## config.mk

```make
export PLATFORM = sky130hd
export DESIGN_NAME = time_code_frame_encoder
export DESIGN_NICKNAME = d
export VERILOG_FILES = /design/src/tcfe_pkg.sv /design/src/time_code_frame_encoder.sv
export SDC_FILE = /design/constraint.sdc
export NUM_CORES = 1
export LEC_CHECK = 0
export BUFFER_PORTS_ARGS = -buffer_cell sky130_fd_sc_hd__buf_2
export CORE_ASPECT_RATIO = 0.6
export CORE_MARGIN = 1
export CORE_UTILIZATION = 40
export CTS_CLUSTER_SIZE = 28
export DETAILED_ROUTE_END_ITERATION = 10
export GPL_TIMING_DRIVEN = 0
export MAX_ROUTING_LAYER = met4
export SLEW_MARGIN = 30
export SYNTH_ARGS = -nofsm -noshare
export SYNTH_HDL_FRONTEND = slang
export SYNTH_SLANG_ARGS = --single-unit
```

## constraint.sdc

```tcl
create_clock -name aclk -period 21.8 [get_ports aclk]
set_input_delay 0 -clock aclk [delete_from_list [all_inputs] [get_ports aclk]]
set_output_delay 0 -clock aclk [all_outputs]
set_load 0.01 [all_outputs]
```

## src/tcfe_pkg.sv

```systemverilog
// tcfe_pkg: codes, frame layout table and bcd digit helpers for the time code encoder
// no dependencies; imported by time_code_frame_encoder
`timescale 1ns / 1ps

package tcfe_pkg;

    // register indexes
    localparam logic REG_MAX_FRAMES = 1'b0;

    // input kinds carried in tuser
    localparam logic ACT_LOAD = 1'b0;
    localparam logic ACT_TICK = 1'b1;

    // symbol codes
    localparam logic [1:0] SYM_ZERO = 2'd0;
    localparam logic [1:0] SYM_ONE  = 2'd1;
    localparam logic [1:0] SYM_MARK = 2'd2;

    // reduced-power durations in ms
    localparam logic [9:0] MS_ZERO = 10'd200;
    localparam logic [9:0] MS_ONE  = 10'd500;
    localparam logic [9:0] MS_MARK = 10'd800;

    // frame and clock limits
    localparam logic [5:0] SEC_LAST   = 6'd59;
    localparam logic [6:0] MIN_PER_HR = 7'd60;
    localparam logic [5:0] HR_PER_DAY = 6'd24;

    // bit sources within the frame
    localparam logic [3:0] SRC_ZERO  = 4'd0;
    localparam logic [3:0] SRC_ONE   = 4'd1;
    localparam logic [3:0] SRC_MARK  = 4'd2;
    localparam logic [3:0] SRC_MIN_T = 4'd3;
    localparam logic [3:0] SRC_MIN_O = 4'd4;
    localparam logic [3:0] SRC_HR_T  = 4'd5;
    localparam logic [3:0] SRC_HR_O  = 4'd6;
    localparam logic [3:0] SRC_DAY_H = 4'd7;
    localparam logic [3:0] SRC_DAY_T = 4'd8;
    localparam logic [3:0] SRC_DAY_O = 4'd9;
    localparam logic [3:0] SRC_YR_T  = 4'd10;
    localparam logic [3:0] SRC_YR_O  = 4'd11;
    localparam logic [3:0] SRC_LEAP  = 4'd12;
    localparam logic [3:0] SRC_DST_N = 4'd13;
    localparam logic [3:0] SRC_DST_B = 4'd14;

    typedef struct packed {
        logic [3:0] src;
        logic [1:0] pos;
    } frame_entry_t;

    // frame layout: what each second of the minute carries
    function automatic frame_entry_t frame_entry(input logic [5:0] sec);
        frame_entry_t e;
        e.src = SRC_ZERO;
        e.pos = 2'd0;
        case (sec)
            6'd0, 6'd9, 6'd19, 6'd29, 6'd39, 6'd49, 6'd59: e.src = SRC_MARK;
            6'd1:  begin e.src = SRC_MIN_T; e.pos = 2'd2; end
            6'd2:  begin e.src = SRC_MIN_T; e.pos = 2'd1; end
            6'd3:  begin e.src = SRC_MIN_T; e.pos = 2'd0; end
            6'd5:  begin e.src = SRC_MIN_O; e.pos = 2'd3; end
            6'd6:  begin e.src = SRC_MIN_O; e.pos = 2'd2; end
            6'd7:  begin e.src = SRC_MIN_O; e.pos = 2'd1; end
            6'd8:  begin e.src = SRC_MIN_O; e.pos = 2'd0; end
            6'd12: begin e.src = SRC_HR_T;  e.pos = 2'd1; end
            6'd13: begin e.src = SRC_HR_T;  e.pos = 2'd0; end
            6'd15: begin e.src = SRC_HR_O;  e.pos = 2'd3; end
            6'd16: begin e.src = SRC_HR_O;  e.pos = 2'd2; end
            6'd17: begin e.src = SRC_HR_O;  e.pos = 2'd1; end
            6'd18: begin e.src = SRC_HR_O;  e.pos = 2'd0; end
            6'd22: begin e.src = SRC_DAY_H; e.pos = 2'd1; end
            6'd23: begin e.src = SRC_DAY_H; e.pos = 2'd0; end
            6'd25: begin e.src = SRC_DAY_T; e.pos = 2'd3; end
            6'd26: begin e.src = SRC_DAY_T; e.pos = 2'd2; end
            6'd27: begin e.src = SRC_DAY_T; e.pos = 2'd1; end
            6'd28: begin e.src = SRC_DAY_T; e.pos = 2'd0; end
            6'd30: begin e.src = SRC_DAY_O; e.pos = 2'd3; end
            6'd31: begin e.src = SRC_DAY_O; e.pos = 2'd2; end
            6'd32: begin e.src = SRC_DAY_O; e.pos = 2'd1; end
            6'd33: begin e.src = SRC_DAY_O; e.pos = 2'd0; end
            6'd36, 6'd38: e.src = SRC_ONE;
            6'd45: begin e.src = SRC_YR_T;  e.pos = 2'd3; end
            6'd46: begin e.src = SRC_YR_T;  e.pos = 2'd2; end
            6'd47: begin e.src = SRC_YR_T;  e.pos = 2'd1; end
            6'd48: begin e.src = SRC_YR_T;  e.pos = 2'd0; end
            6'd50: begin e.src = SRC_YR_O;  e.pos = 2'd3; end
            6'd51: begin e.src = SRC_YR_O;  e.pos = 2'd2; end
            6'd52: begin e.src = SRC_YR_O;  e.pos = 2'd1; end
            6'd53: begin e.src = SRC_YR_O;  e.pos = 2'd0; end
            6'd55: e.src = SRC_LEAP;
            6'd57: e.src = SRC_DST_N;
            6'd58: e.src = SRC_DST_B;
            default: e.src = SRC_ZERO;
        endcase
        return e;
    endfunction

    // divide by ten through a reciprocal, exact for values below 1029
    function automatic logic [5:0] div10(input logic [8:0] v);
        logic [17:0] p;
        p = {9'd0, v} * 18'd205;
        return p[16:11];
    endfunction

    // low decimal digit
    function automatic logic [3:0] mod10(input logic [8:0] v);
        logic [5:0] q;
        logic [8:0] r;
        q = div10(v);
        r = v - ({3'd0, q} * 9'd10);
        return r[3:0];
    endfunction

    // divide by one hundred through a reciprocal, exact for nine-bit values
    function automatic logic [2:0] div100(input logic [8:0] v);
        logic [17:0] p;
        p = {9'd0, v} * 18'd41;
        return p[14:12];
    endfunction

endpackage

```

## src/time_code_frame_encoder.sv

```systemverilog
// time_code_frame_encoder: 60-second time code frame generator with apb config port
// depends on tcfe_pkg for symbol codes, frame layout and bcd helpers
`timescale 1ns / 1ps

// channel  | direction | accepted when         | carries
// s_       | in        | s_tvalid & s_tready   | load time (tuser 0) or tick (tuser 1)
// m_       | out       | m_tvalid & m_tready   | symbol, reduced ms, tlast on final symbol
// apb      | in        | psel&penable&pwrite   | max_frames at byte address 0
//
// one beat per cycle unless stalled: a tick is encoded from the clock registers in the
// cycle it is accepted and lands in the output register on that edge; the next beat follows at once
// s_tready drops only while the output register is full and m_tready is low
// loads and ticks while idle give no output beat
// aresetn is synchronous and active low; it resets the clock state (day to 1, the rest to 0) and max_frames to 10

module time_code_frame_encoder
    import tcfe_pkg::*;
(
    input  logic        aclk,
    input  logic        aresetn,
    // input stream
    input  logic        s_tvalid,
    output logic        s_tready,
    // year_in_century[6:0], day_number[15:7], hour_of_day[20:16], minute_of_hour[26:21],
    // second_of_minute[32:27], leap_year_flag[33], dst_now[34], dst_day_before[35], zero
    input  logic [39:0] s_tdata,
    input  logic        s_tuser,    // action: 0 load, 1 tick
    // result stream
    output logic        m_tvalid,
    input  logic        m_tready,
    output logic [15:0] m_tdata,    // symbol[1:0], reduced_ms[11:2], zero
    output logic        m_tlast,    // last_symbol
    // configuration
    input  logic        psel,
    input  logic        penable,
    input  logic        pwrite,
    input  logic [2:0]  paddr,
    input  logic [31:0] pwdata,
    output logic [31:0] prdata,
    output logic        pready
);

    // clock and broadcast state
    logic       active_reg, active_next;
    logic [5:0] sec_reg, sec_next;
    logic [5:0] min_reg, min_next;
    logic [4:0] hour_reg, hour_next;
    logic [8:0] day_reg, day_next;
    logic [6:0] year_reg, year_next;
    logic [2:0] flag_reg, flag_next;
    logic [7:0] frames_reg, frames_next;
    logic [7:0] max_frames_reg;

    // output register
    logic        out_valid_reg, out_valid_next;
    logic [15:0] out_data_reg, out_data_next;
    logic        out_last_reg, out_last_next;

    logic         in_beat;
    logic         tick_emit;
    frame_entry_t entry;
    logic [3:0]   digit;
    logic [1:0]   sym;
    logic [9:0]   ms;
    logic         last;
    logic [6:0]   min_inc;
    logic [5:0]   hour_inc;
    logic [7:0]   frames_inc;
    logic [5:0]   day_tens;
    logic [5:0]   min_tens;
    logic [5:0]   hour_tens;
    logic [5:0]   year_tens;

    assign s_tready = !out_valid_reg || m_tready;
    assign in_beat  = s_tvalid && s_tready;
    assign tick_emit = in_beat && (s_tuser == ACT_TICK) && active_reg;

    // apb register access
    assign pready = 1'b1;
    assign prdata = (paddr[2] == REG_MAX_FRAMES) ? {24'd0, max_frames_reg} : 32'd0;

    always_ff @(posedge aclk) begin
        if (!aresetn) begin
            max_frames_reg <= 8'd10;
        end else if (psel && penable && pwrite && (paddr[2] == REG_MAX_FRAMES)) begin
            max_frames_reg <= pwdata[7:0];
        end
    end

    // bcd digit for the current second
    assign entry     = frame_entry(sec_reg);
    assign day_tens  = div10(day_reg);
    assign min_tens  = div10({3'd0, min_reg});
    assign hour_tens = div10({4'd0, hour_reg});
    assign year_tens = div10({2'd0, year_reg});

    always_comb begin
        digit = 4'd0;
        unique case (entry.src)
            SRC_MIN_T: digit = {1'b0, min_tens[2:0]};
            SRC_MIN_O: digit = mod10({3'd0, min_reg});
            SRC_HR_T:  digit = {2'b00, hour_tens[1:0]};
            SRC_HR_O:  digit = mod10({4'd0, hour_reg});
            SRC_DAY_H: digit = {1'b0, div100(day_reg)};
            SRC_DAY_T: digit = mod10({3'd0, day_tens});
            SRC_DAY_O: digit = mod10(day_reg);
            SRC_YR_T:  digit = mod10({3'd0, year_tens});
            SRC_YR_O:  digit = mod10({2'd0, year_reg});
            SRC_LEAP:  digit = {3'd0, flag_reg[0]};
            SRC_DST_N: digit = {3'd0, flag_reg[1]};
            SRC_DST_B: digit = {3'd0, flag_reg[2]};
            default:   digit = 4'd0;
        endcase
    end

    // symbol and its duration
    always_comb begin
        unique case (entry.src)
            SRC_MARK: sym = SYM_MARK;
            SRC_ONE:  sym = SYM_ONE;
            SRC_ZERO: sym = SYM_ZERO;
            default:  sym = digit[entry.pos] ? SYM_ONE : SYM_ZERO;
        endcase
        unique case (sym)
            SYM_MARK: ms = MS_MARK;
            SYM_ONE:  ms = MS_ONE;
            default:  ms = MS_ZERO;
        endcase
    end

    // clock advance and stop conditions
    assign min_inc    = {1'b0, min_reg} + 7'd1;
    assign hour_inc   = {1'b0, hour_reg} + 6'd1;
    assign frames_inc = frames_reg + 8'd1;

    always_comb begin
        active_next = active_reg;
        sec_next    = sec_reg;
        min_next    = min_reg;
        hour_next   = hour_reg;
        day_next    = day_reg;
        year_next   = year_reg;
        flag_next   = flag_reg;
        frames_next = frames_reg;
        last        = 1'b0;
        if (in_beat && (s_tuser == ACT_LOAD)) begin
            year_next   = s_tdata[6:0];
            day_next    = s_tdata[15:7];
            hour_next   = s_tdata[20:16];
            min_next    = s_tdata[26:21];
            sec_next    = s_tdata[32:27];
            flag_next   = s_tdata[35:33];
            frames_next = 8'd0;
            active_next = 1'b1;
        end else if (tick_emit) begin
            if (sec_reg >= SEC_LAST) begin
                sec_next    = 6'd0;
                frames_next = frames_inc;
                if (frames_inc >= max_frames_reg) begin
                    last = 1'b1;
                end else if (min_inc >= MIN_PER_HR) begin
                    min_next  = 6'd0;
                    hour_next = hour_inc[4:0];
                    if (hour_inc >= HR_PER_DAY) begin
                        last = 1'b1;
                    end
                end else begin
                    min_next = min_inc[5:0];
                end
            end else begin
                sec_next = sec_reg + 6'd1;
            end
            if (last) begin
                active_next = 1'b0;
            end
        end
    end

    // output register: filled by a tick, drained by the downstream beat
    always_comb begin
        out_valid_next = out_valid_reg;
        out_data_next  = out_data_reg;
        out_last_next  = out_last_reg;
        if (tick_emit) begin
            out_valid_next = 1'b1;
            out_data_next  = {4'd0, ms, sym};
            out_last_next  = last;
        end else if (m_tready) begin
            out_valid_next = 1'b0;
        end
    end

    // control state
    always_ff @(posedge aclk) begin
        if (!aresetn) begin
            active_reg    <= 1'b0;
            sec_reg       <= 6'd0;
            min_reg       <= 6'd0;
            hour_reg      <= 5'd0;
            day_reg       <= 9'd1;
            year_reg      <= 7'd0;
            flag_reg      <= 3'd0;
            frames_reg    <= 8'd0;
            out_valid_reg <= 1'b0;
        end else begin
            active_reg    <= active_next;
            sec_reg       <= sec_next;
            min_reg       <= min_next;
            hour_reg      <= hour_next;
            day_reg       <= day_next;
            year_reg      <= year_next;
            flag_reg      <= flag_next;
            frames_reg    <= frames_next;
            out_valid_reg <= out_valid_next;
        end
    end

    // output payload
    always_ff @(posedge aclk) begin
        out_data_reg <= out_data_next;
        out_last_reg <= out_last_next;
    end

    assign m_tvalid = out_valid_reg;
    assign m_tdata  = out_data_reg;
    assign m_tlast  = out_last_reg;

endmodule
```

==> run metrics, run 1 <==
outcome finished, final reports clean; post-synth top area share around 29%; Die Width 201 um; Clock Skew 0.00755 ns; Top FF cell, synth dfxtp_1; kind of critical path register to register; post-synthesis cell type count 78; port buffer count 71; RSZ-0062 raised after global routing false; EDFF count, synth 8; Syn Inst Count 1099; Slew @ Worst Pin 0.866 ns; number of diodes 0; I/O Pins 135; vias in the first global route 7779; Critical-path top delay cell dfxtp_1; max FFs per register 9; global-route wire length before repair 41.0 mm; total gr overflow 0; CTS buffer count 9; switching power total 0.176 mW; Worst EP arrival 9.44 ns; relative slew slack 42.1%; Final Hold Viols 0; DP Wirelength 20.4 mm; crit path capture type register; CTS Hold Bufs 40; Area growth syn-to-layout 16.4%; H-tree Lvls 3; CP top delay family adder cells; clock tree root driver cell clkbuf_16; setup bufs post-CTS 0; footprint of the multi-input gates about 7300 um2; DP Worst Slack 12.43 ns; Pwr Density 42.1 nW/um2; TritonCTS clock tree yes; Comb power frac 40.9%; Initial Util between 40% and 50%; register area 1320 um2; fin crit period 9.35 ns; core area 23200 um2; setup_tns 0 ns; Post-synth ARST share 0%; crit-path max cell delay 0.59 ns; remaining routing DRC violations 0; Synth Warn # 0; post-route ant nets 0; leakage 5.72 nW; routed wire length 24.8 mm; clock power share 31.0%; routed length per placed instance 15.8 um; 1st-iter DRT viols 528; via/cell ratio ~5.1; critical path buffer and inverter count 3; CP max FO 8; top post-synthesis cells by area ha_1 29%, dfxtp_1 11%, fa_1 9.3%, inv_1 5.5%, nand2_1 3.8%; sw frac 37.8%; post_cts resized 0; die footprint 24300 um2; Reg clk slew, reported paths 0.06 ns; First-pass DRT Iterations 6; via count 8068; startpoint of the worst hold path s_tdata[21]; Clock Latency Late Sink 0.33 ns; Post-Layout Cell Count 1570; Placed Cells incl. Taps 1514; number of endpoints failing setup at the final stage 0; Mapped Avg Cell Area 8.62 um2; overall die height 121 um; Seq pwr share 28.1%; Rows 43; layout cells sized above 1 12.2%; f_max 0.107 GHz; VDD IR max 43.1 uV; Total GRT Usage between 20% and 30%; fillcell total roughly 2200; setup slack after layout between 10 and 15 ns; initial antenna violation count 0; Seq/Total Area, Yosys 13.9%; Startpoint Class register; worst hold-check path type input port to register; GPL Wtd Cong 0.940; fin. max-slew vios 0; worst setup path startpoint day_reg[3]$_SDFFE_PN0P_; max-cap viol count 0; largest net degree at the start of global routing 14; count of state elements after synthesis 62; clock buffer depth 2; Final Cycle Share a little over two fifths; cell-internal power 0.289 mW; # clock sinks 62; # nets final 1593; Yosys top cell by area ha_1; Crit Reg-Reg Startpoint day_reg[3]$_SDFFE_PN0P_; data required time of the critical path ~22 ns; synthesized cell area 9480 um2
==> per-layer routing <==
metal	GRT usage, %	vias to the layer above	part of all wire [%]
met2	28.6	222	37
met3	2.98	10	5.9
li1	-	4116	-
met5	-	-	0
met1	34.8	3720	57
met4	1.91	0	0.34
==> worst register-to-register path: cells and delay by family (launching register included) <==
family	cells	cell delay [ns]
fa+ha+maj	12	4.67
compound gates	8	2.18
flops	1	0.59
xor+xnor	4	0.86
simple gates	3	0.61
buf+inv	3	0.20
==> synth_stat cells, types with 9 or more instances <==
| library cell | number |
|---|---|
| a21boi_0 | 26 |
| a21o_1 | 9 |
| a21oi_1 | 45 |
| buf_4 | 37 |
| clkbuf_1 | 23 |
| dfxtp_1 | 54 |
| fa_1 | 44 |
| ha_1 | 216 |
| inv_1 | 139 |
| mux2i_1 | 16 |
| nand2_1 | 96 |
| nand2b_1 | 14 |
| nand3_1 | 28 |
| nor2_1 | 45 |
| nor3_1 | 14 |
| o21a_1 | 10 |
| o21ai_0 | 42 |
| or2_2 | 10 |
| xnor2_1 | 32 |
| xor2_1 | 21 |
==> kinds of logic (layout without fill, tap and decap cells) <==
| logic type | count (synthesis) | in the layout | synth area share [%] |
|---|---|---|---|
| adder cells (fa/ha/maj) | 260 | 260 | 37.8 |
| AND/OR/NAND/NOR | 259 | 259 | 13.4 |
| AO/OA/AOI/OAI | 234 | 234 | 17.3 |
| buffers and inverters | 208 | 335 | 9.93 |
| flip-flops | 62 | 62 | 13.9 |
| XOR/XNOR | 56 | 56 | 5.61 |
| multiplexers | 18 | 18 | 1.93 |
| other | 2 | 31 | 0.0792 |
==> path summary, 6_finish.rpt <==
check / cells after the start / end / slack, ns
worst min-delay path: 3 / min_reg[0]$_SDFFE_PN0P_ / 0.02
worst max register to register: 30 / m_tdata[10]$_DFFE_PP_ / 12.45
worst max-delay path: 30 / m_tdata[10]$_DFFE_PP_ / 12.45
worst min register to register: 2 / max_frames_reg[4]$_SDFFE_PN0P_ / 0.47
==> metrics by stage <==
| step | cell area (um2) | hold slack (ns) | util (%) | total power [mW] |
|---|---|---|---|---|
| 6_report | 11000 | 0.0232 | 47.6 | 0.465 |
| 5_1_grt | 11000 | 0.0433 | 47.6 | 0.500 |
| 4_1_cts | 11000 | 0.0263 | 47.6 | 0.466 |
| 3_5_place_dp | 10300 | 0.233 | 44.6 | 0.315 |
| 3_3_place_gp | 10300 | 0.222 | 44.6 | 0.312 |
| 2_1_floorplan | 9590 | 0.101 | - | 0.263 |
==> layout by cell type, fill, tap and decap left out, types with 37 or more instances in the layout <==
master,Yosys,layout
nand2_1,96,96
buf_4,37,37
nor2_1,45,45
dlygate4sd3_1,0,40
ha_1,216,216
inv_1,139,139
dfxtp_1,54,54
o21ai_0,42,42
fa_1,44,44
a21oi_1,45,45
buf_2,5,76
==> power groups by stage <==
stage	clock network [mW]	registers (mW)	logic [mW]
after floorplan	0	0.130	0.133
after global placement	0	0.133	0.179
after detailed placement	0	0.133	0.182
after CTS	0.146	0.130	0.190
after global routing	0.151	0.131	0.217
final	0.144	0.131	0.190
==> cell type report <==
cell class                      instances  area share (%)
Clock inverter                          6           0.442
Clock buffer                           10            2.27
Timing Repair Buffer                  111            6.85
Buffer                                 69            3.80
Tap cell                              315            3.57
Inverter                              139            4.73
Sequential cell                        62            12.0
Multi-Input combinational cell        858            66.4
(Power assumes the default switching activity.)
==> inputs of run 2 (changes only) <==
Clock period 21.8 ns to 9.2 ns, I/O delays scaled along.
==> run 2 against run 1 <==
Critical path type unchanged. Cell count rose by 0.13%. Count of clock-buffer cells in the layout did not move. Non-clock buffer count rose by 2. Sequential share of layout area barely moved. Fmax rose by 5.7%. Worst hold slack improved by 0.00062 ns. Core utilization rose by 0.36 points.
==> run metrics, run 2 (synthesis results as in run 1) <==
outcome finished, final reports clean (unchanged); layout cells sized above 1 13.8% (was 12.2%); number of diodes 0 (unchanged); Pwr Density 99.8 nW/um2 (was 42.1 nW/um2); Die Width 201 um (unchanged); Total GRT Usage 21.7% (about the same); initial antenna violation count 0 (unchanged); clock tree root driver cell clkbuf_16 (unchanged); total gr overflow 0 (unchanged); leakage 5.75 nW (was 5.72 nW); routed wire length 25.1 mm (was 24.8 mm); via/cell ratio 5.15 (was 5.14); Slew @ Worst Pin 0.877 ns (was 0.866 ns); number of endpoints failing setup at the final stage 0 (unchanged); crit-path max cell delay 0.54 ns (was 0.59 ns); Placed Cells incl. Taps 1514 (unchanged); setup_tns 0 ns (unchanged); core area 23200 um2 (unchanged); 1st-iter DRT viols 490 (was 528); setup slack after layout 0.352 ns (was 12.45 ns); Worst EP arrival 8.94 ns (was 9.44 ns); DP Wirelength 20.4 mm (unchanged); Startpoint Class register (unchanged); Rows 43 (unchanged); critical path buffer and inverter count 4 (was 3); GPL Wtd Cong 0.940 (unchanged); vias in the first global route 7784 (was 7779); H-tree Lvls 3 (unchanged); Final Hold Viols 0 (unchanged); largest net degree at the start of global routing 14 (unchanged); final instance area 11100 um2 (was 11000 um2); global-route wire length before repair 41.0 mm (about the same); CP max FO 8 (unchanged); Initial Util 40.9% (unchanged); DP Worst Slack -0.172 ns (was 12.43 ns); r2r setup slk 0.35 ns (was 12.45 ns); TritonCTS clock tree yes (unchanged); # nets final 1595 (was 1593); CTS buffer count 9 (unchanged); Post-Layout Cell Count 1572 (was 1570); Final Cycle Share 96.2% (was 42.9%); remaining routing DRC violations 0 (unchanged); max FFs per register 9 (unchanged); port buffer count 71 (unchanged); post-route ant nets 0 (unchanged); fin crit period 8.85 ns (was 9.35 ns); Clock Skew 0.00884 ns (was 0.00755 ns); most frequent cells in the layout 216 x ha_1, 139 x inv_1, 96 x nand2_1, 76 x buf_2, 47 x dfxtp_1 (was 216 x ha_1, 139 x inv_1, 96 x nand2_1, 76 x buf_2, 54 x dfxtp_1); max-cap viol count 0 (unchanged); # clock sinks 62 (unchanged); overall die height 121 um (unchanged); final core utilization 47.9% (was 47.6%); fin. max-slew vios 0 (unchanged); cell area after placement 10300 um2 (unchanged); most common cell after layout, fill and taps aside ha_1 (unchanged); kind of critical path register to register (unchanged); via count 8098 (was 8068); Reg clk slew, reported paths 0.06 ns (about the same); Clock Latency Late Sink 0.33 ns (about the same); die footprint 24300 um2 (unchanged); Area growth syn-to-layout 17.3% (was 16.4%); f_max 0.113 GHz (was 0.107 GHz); VDD IR max 102 uV (was 43.1 uV); data required time of the critical path 9.29 ns (was 21.89 ns); relative slew slack 41.4% (was 42.1%); Critical-path top delay cell fa_1 (was dfxtp_1); I/O Pins 135 (unchanged); First-pass DRT Iterations 5 (was 6); clock buffer depth 2 (unchanged); crit path capture type register (unchanged); most frequent CP cell ha_1; routed length per placed instance 16.0 um (was 15.8 um); worst hold-check path type input port to register (unchanged); CP top delay family adder cells (unchanged)
## run 2: changes by cell type in the layout (fill, tap and decap cells not counted), sizes merged
| cell | delta |
|---|---|
| buf | +2 |
## run 2: worst reg2reg max path, delay by kind of cell (launching register included)
| family | cells | cell delay, ns |
|---|---|---|
| compound gates | 9 | 1.80 |
| fa+ha+maj | 12 | 4.43 |
| flops | 1 | 0.39 |
| simple gates | 4 | 0.81 |
| buf+inv | 4 | 0.31 |
| xor+xnor | 4 | 0.83 |
## run 2: worst paths after layout
kind                                        from                             end  depth (start not counted)
setup / recovery         day_reg[3]$_SDFFE_PN0P_           m_tdata[10]$_DFFE_PP_                         33
hold / removal                       s_tdata[18]        hour_reg[2]$_SDFFE_PN0P_                          3
setup reg to reg         day_reg[3]$_SDFFE_PN0P_           m_tdata[10]$_DFFE_PP_                         33
hold reg to reg   max_frames_reg[4]$_SDFFE_PN0P_  max_frames_reg[4]$_SDFFE_PN0P_                          2
## run 2: cell type report
class | count | area (um2)
plain buffers | 69 | 419
clock inverters | 6 | 48.8
fillers | 2227 | 12100
inverters | 139 | 522
flip-flops and latches | 62 | 1330
repair buffers | 113 | 771
multi-input cells | 858 | 7380
well taps | 315 | 394
clock buffers | 10 | 250
## run 2: power breakdown
group / internal (mW) / switching, mW / total [mW]
Combinational: 0.196 / 0.261 / 0.457
Clock: 0.202 / 0.141 / 0.343
Sequential: 0.290 / 0.0202 / 0.310
## run 2: repair_timing
action                                  in CTS  in global routing
setup buffers                                1                  1
pin swaps                                    1                  3
hold endpoints to repair                    40                  0
cloned                                       0                  0
resized for setup                            5                 15
hold buffers                                40                  0
endpoints found under the setup margin       4                  6
## run 2: per-stage QoR
stage               hold WS (ns)  power (mW)
floorplan                  0.101       0.623
global placement           0.222       0.739
detailed placement         0.233       0.747
CTS                       0.0263        1.10
global route              0.0433        1.19
finish                    0.0238        1.11
## run 2: metal layers
metal  vias to the layer above  part of all wire [%]  GRT usage (%)  routed length (um)
met3                         8                   6.0           2.98                1500
met4                         0                  0.30           1.91                  76
met5                         -                     0              -                   0
met2                       229                    37           28.7                9290
met1                      3743                    57           34.8               14200
li1                       4118                     -              -                   -
==> inputs of run 3 (changes only) <==
Settings changed: CELL_PAD_IN_SITES_DETAIL_PLACEMENT set to 0, CELL_PAD_IN_SITES_GLOBAL_PLACEMENT set to 1, PLACE_DENSITY_LB_ADDON set to 0.1.
==> run 3 against run 2 <==
Non-clock buffer count increased by 2. Sequential power about the same. Total power increased by 0.87%. Sequential share of layout area about the same. Combinational power about the same. Cell count increased by 0.19%. Flip-flop and latch count unchanged. Global-route usage increased by 0.14 points. Worst hold slack got worse by 0.0063 ns. Largest power group unchanged.
==> run metrics, run 3 (synthesis results as in run 1) <==
H-tree Lvls 3 (unchanged); Final Cycle Share 96.1% (was 96.2%); Post-Layout Cell Count 1575 (was 1572); die footprint 24300 um2 (unchanged); via count 8001 (was 8098); most frequent cells in the layout 215 x ha_1, 139 x inv_1, 96 x nand2_1, 76 x buf_2, 47 x dfxtp_1 (was 216 x ha_1, 139 x inv_1, 96 x nand2_1, 76 x buf_2, 47 x dfxtp_1); Rows 43 (unchanged); Placed Cells incl. Taps 1514 (unchanged); Reg clk slew, reported paths 0.06 ns (about the same); switching power total 0.421 mW (was 0.422 mW); First-pass DRT Iterations 5 (unchanged); clock power share 31.8% (was 30.9%); worst hold-check path type input port to register (unchanged); most common cell after layout, fill and taps aside ha_1 (unchanged); Area growth syn-to-layout 17.7% (was 17.3%); Clock Skew 0.00868 ns (was 0.00884 ns); data required time of the critical path 9.30 ns (was 9.29 ns); Clock Latency Late Sink 0.34 ns (was 0.33 ns); f_max 0.113 GHz (about the same); Slew @ Worst Pin 0.872 ns (was 0.877 ns); vias in the first global route 7566 (was 7784); Crit Reg-Reg Startpoint day_reg[3]$_SDFFE_PN0P_ (unchanged); Die Width 201 um (unchanged); Reg2Reg Capture Point m_tdata[10]$_DFFE_PP_ (unchanged); worst setup path startpoint day_reg[3]$_SDFFE_PN0P_ (unchanged); fin crit period 8.84 ns (was 8.85 ns); crit-path max cell delay 0.55 ns (was 0.54 ns); Worst EP arrival 8.94 ns (about the same); TritonCTS clock tree yes (unchanged); DP Wirelength 20.6 mm (was 20.4 mm); critical path buffer and inverter count 4 (unchanged); Startpoint Class register (unchanged); Total Power 1.12 mW (was 1.11 mW); Pwr Density 100 nW/um2 (was 99.8 nW/um2); Final Hold Viols 0 (unchanged); leakage 5.74 nW (was 5.75 nW); Critical-path top delay cell fa_1 (unchanged); Initial Util 40.9% (unchanged); r2r setup slk 0.36 ns (was 0.35 ns); routed wire length 25.0 mm (was 25.1 mm); Total GRT Usage 21.8% (was 21.7%); total gr overflow 0 (unchanged); cell-internal power 0.699 mW (was 0.688 mW); global-route wire length before repair 40.9 mm (was 41.0 mm); Seq pwr share 27.6% (was 27.9%); initial antenna violation count 0 (unchanged); cell count along the critical path 33 (unchanged); most frequent CP cell ha_1 (unchanged); clock tree root driver cell clkbuf_16 (unchanged); routed length per placed instance 15.9 um (was 16.0 um); fin. max-slew vios 0 (unchanged); remaining routing DRC violations 0 (unchanged); CP max FO 8 (unchanged); # nets final 1597 (was 1595); I/O Pins 135 (unchanged); layout cells sized above 1 13.6% (was 13.8%); number of endpoints failing setup at the final stage 0 (unchanged); VDD IR max 82.6 uV (was 102 uV); sw frac 37.6% (was 38.0%); Comb power frac 40.6% (was 41.2%); clock buffer depth 2 (unchanged); 1st-iter DRT viols 545 (was 490); post-route ant nets 0 (unchanged); max FFs per register 9 (unchanged); port buffer count 71 (unchanged); overall die height 121 um (unchanged); outcome finished, final reports clean (unchanged); worst setup path end m_tdata[10]$_DFFE_PP_ (unchanged); crit path capture type register (unchanged); kind of critical path register to register (unchanged); core area 23200 um2 (unchanged); worst reg-to-reg path cell count 33 (unchanged); CTS buffer count 9 (unchanged); max-cap viol count 0 (unchanged); # clock sinks 62 (unchanged); GPL Wtd Cong 0.916 (was 0.940); relative slew slack 41.7% (was 41.4%); CP top delay family adder cells (unchanged); largest net degree at the start of global routing 14 (unchanged); via/cell ratio 5.08 (was 5.15)
run 3: worst reg2reg max path: cells and delay by family, from the launching register on:
kind	cells	cell delay, ns
xor gates and xnor gates	4	0.79
DFF	1	0.40
and+or+nand+nor	4	0.82
AOI/OAI and AO/OA	9	1.88
buffers and inverters	4	0.29
adders and majority gates	12	4.44
run 3: final cells by class:
| cell class | count | area (um2) |
|---|---|---|
| sequential | 62 | 1340 |
| multi-input combinational | 858 | 7380 |
| clock buffer | 9 | 225 |
| fill | 2335 | 12000 |
| timing repair buffer | 115 | 788 |
| antenna | 1 | 2.50 |
| buffer | 69 | 419 |
| inverter | 139 | 522 |
| tap | 315 | 394 |
| clock inverter | 7 | 80.1 |
run 3: worst min path at each step:
stage	cells past startpoint	start	slack (ns)	end
4_1_cts	3	s_tdata[28]	0.003	sec_reg[1]$_SDFFE_PN0P_
3_3_place_gp	3	s_tdata[7]	0.23	day_reg[0]$_SDFFE_PN1P_
6_report	3	s_tdata[28]	0.02	sec_reg[1]$_SDFFE_PN0P_
2_1_floorplan	1	s_tvalid	0.10	active_reg$_SDFFE_PN0P_
5_1_grt	3	s_tdata[28]	0.04	sec_reg[1]$_SDFFE_PN0P_
3_5_place_dp	3	s_tdata[7]	0.23	day_reg[0]$_SDFFE_PN1P_
run 3: metrics by stage:
| step | setup slack (ns) | cell area, um2 | util, % | setup TNS, ns | hold WS (ns) |
|---|---|---|---|---|---|
| CTS | 0.00484 | 11100 | 47.7 | 0 | 0.00316 |
| global route | -0.0357 | 11100 | 48.1 | -0.0523 | 0.0387 |
| global placement | -0.146 | 10300 | 44.6 | -0.283 | 0.233 |
| floorplan | 0.867 | 9590 | - | 0 | 0.101 |
| finish | 0.360 | 11200 | 48.1 | 0 | 0.0175 |
| detailed placement | -0.256 | 10300 | 44.6 | -0.653 | 0.235 |
run 3: repair_timing:
action                                  4_1_cts  5_1_grt
pin swaps                                     2        3
setup buffers                                 2        1
hold buffers                                 41        0
hold endpoints to repair                     41        0
endpoints found under the setup margin        5        6
gates resized for setup                       4       16
run 3: power groups by stage:
stage	clock network (mW)	logic [mW]	registers [mW]
floorplan	0	0.316	0.308
CTS	0.365	0.452	0.309
detailed placement	0	0.433	0.315
global placement	0	0.433	0.315
global route	0.378	0.521	0.311
finish	0.356	0.455	0.309
run 3: per-layer routing:
metal / wire length, um / up-vias / share of wire (%) / track usage [%]
li1: - / 4144 / - / -
met3: 1380 / 9 / 5.5 / 3.73
met4: 59 / 0 / 0.24 / 1.67
met5: 0 / - / 0 / -
met1: 14400 / 3652 / 58 / 34.9
met2: 9080 / 196 / 36 / 28.5
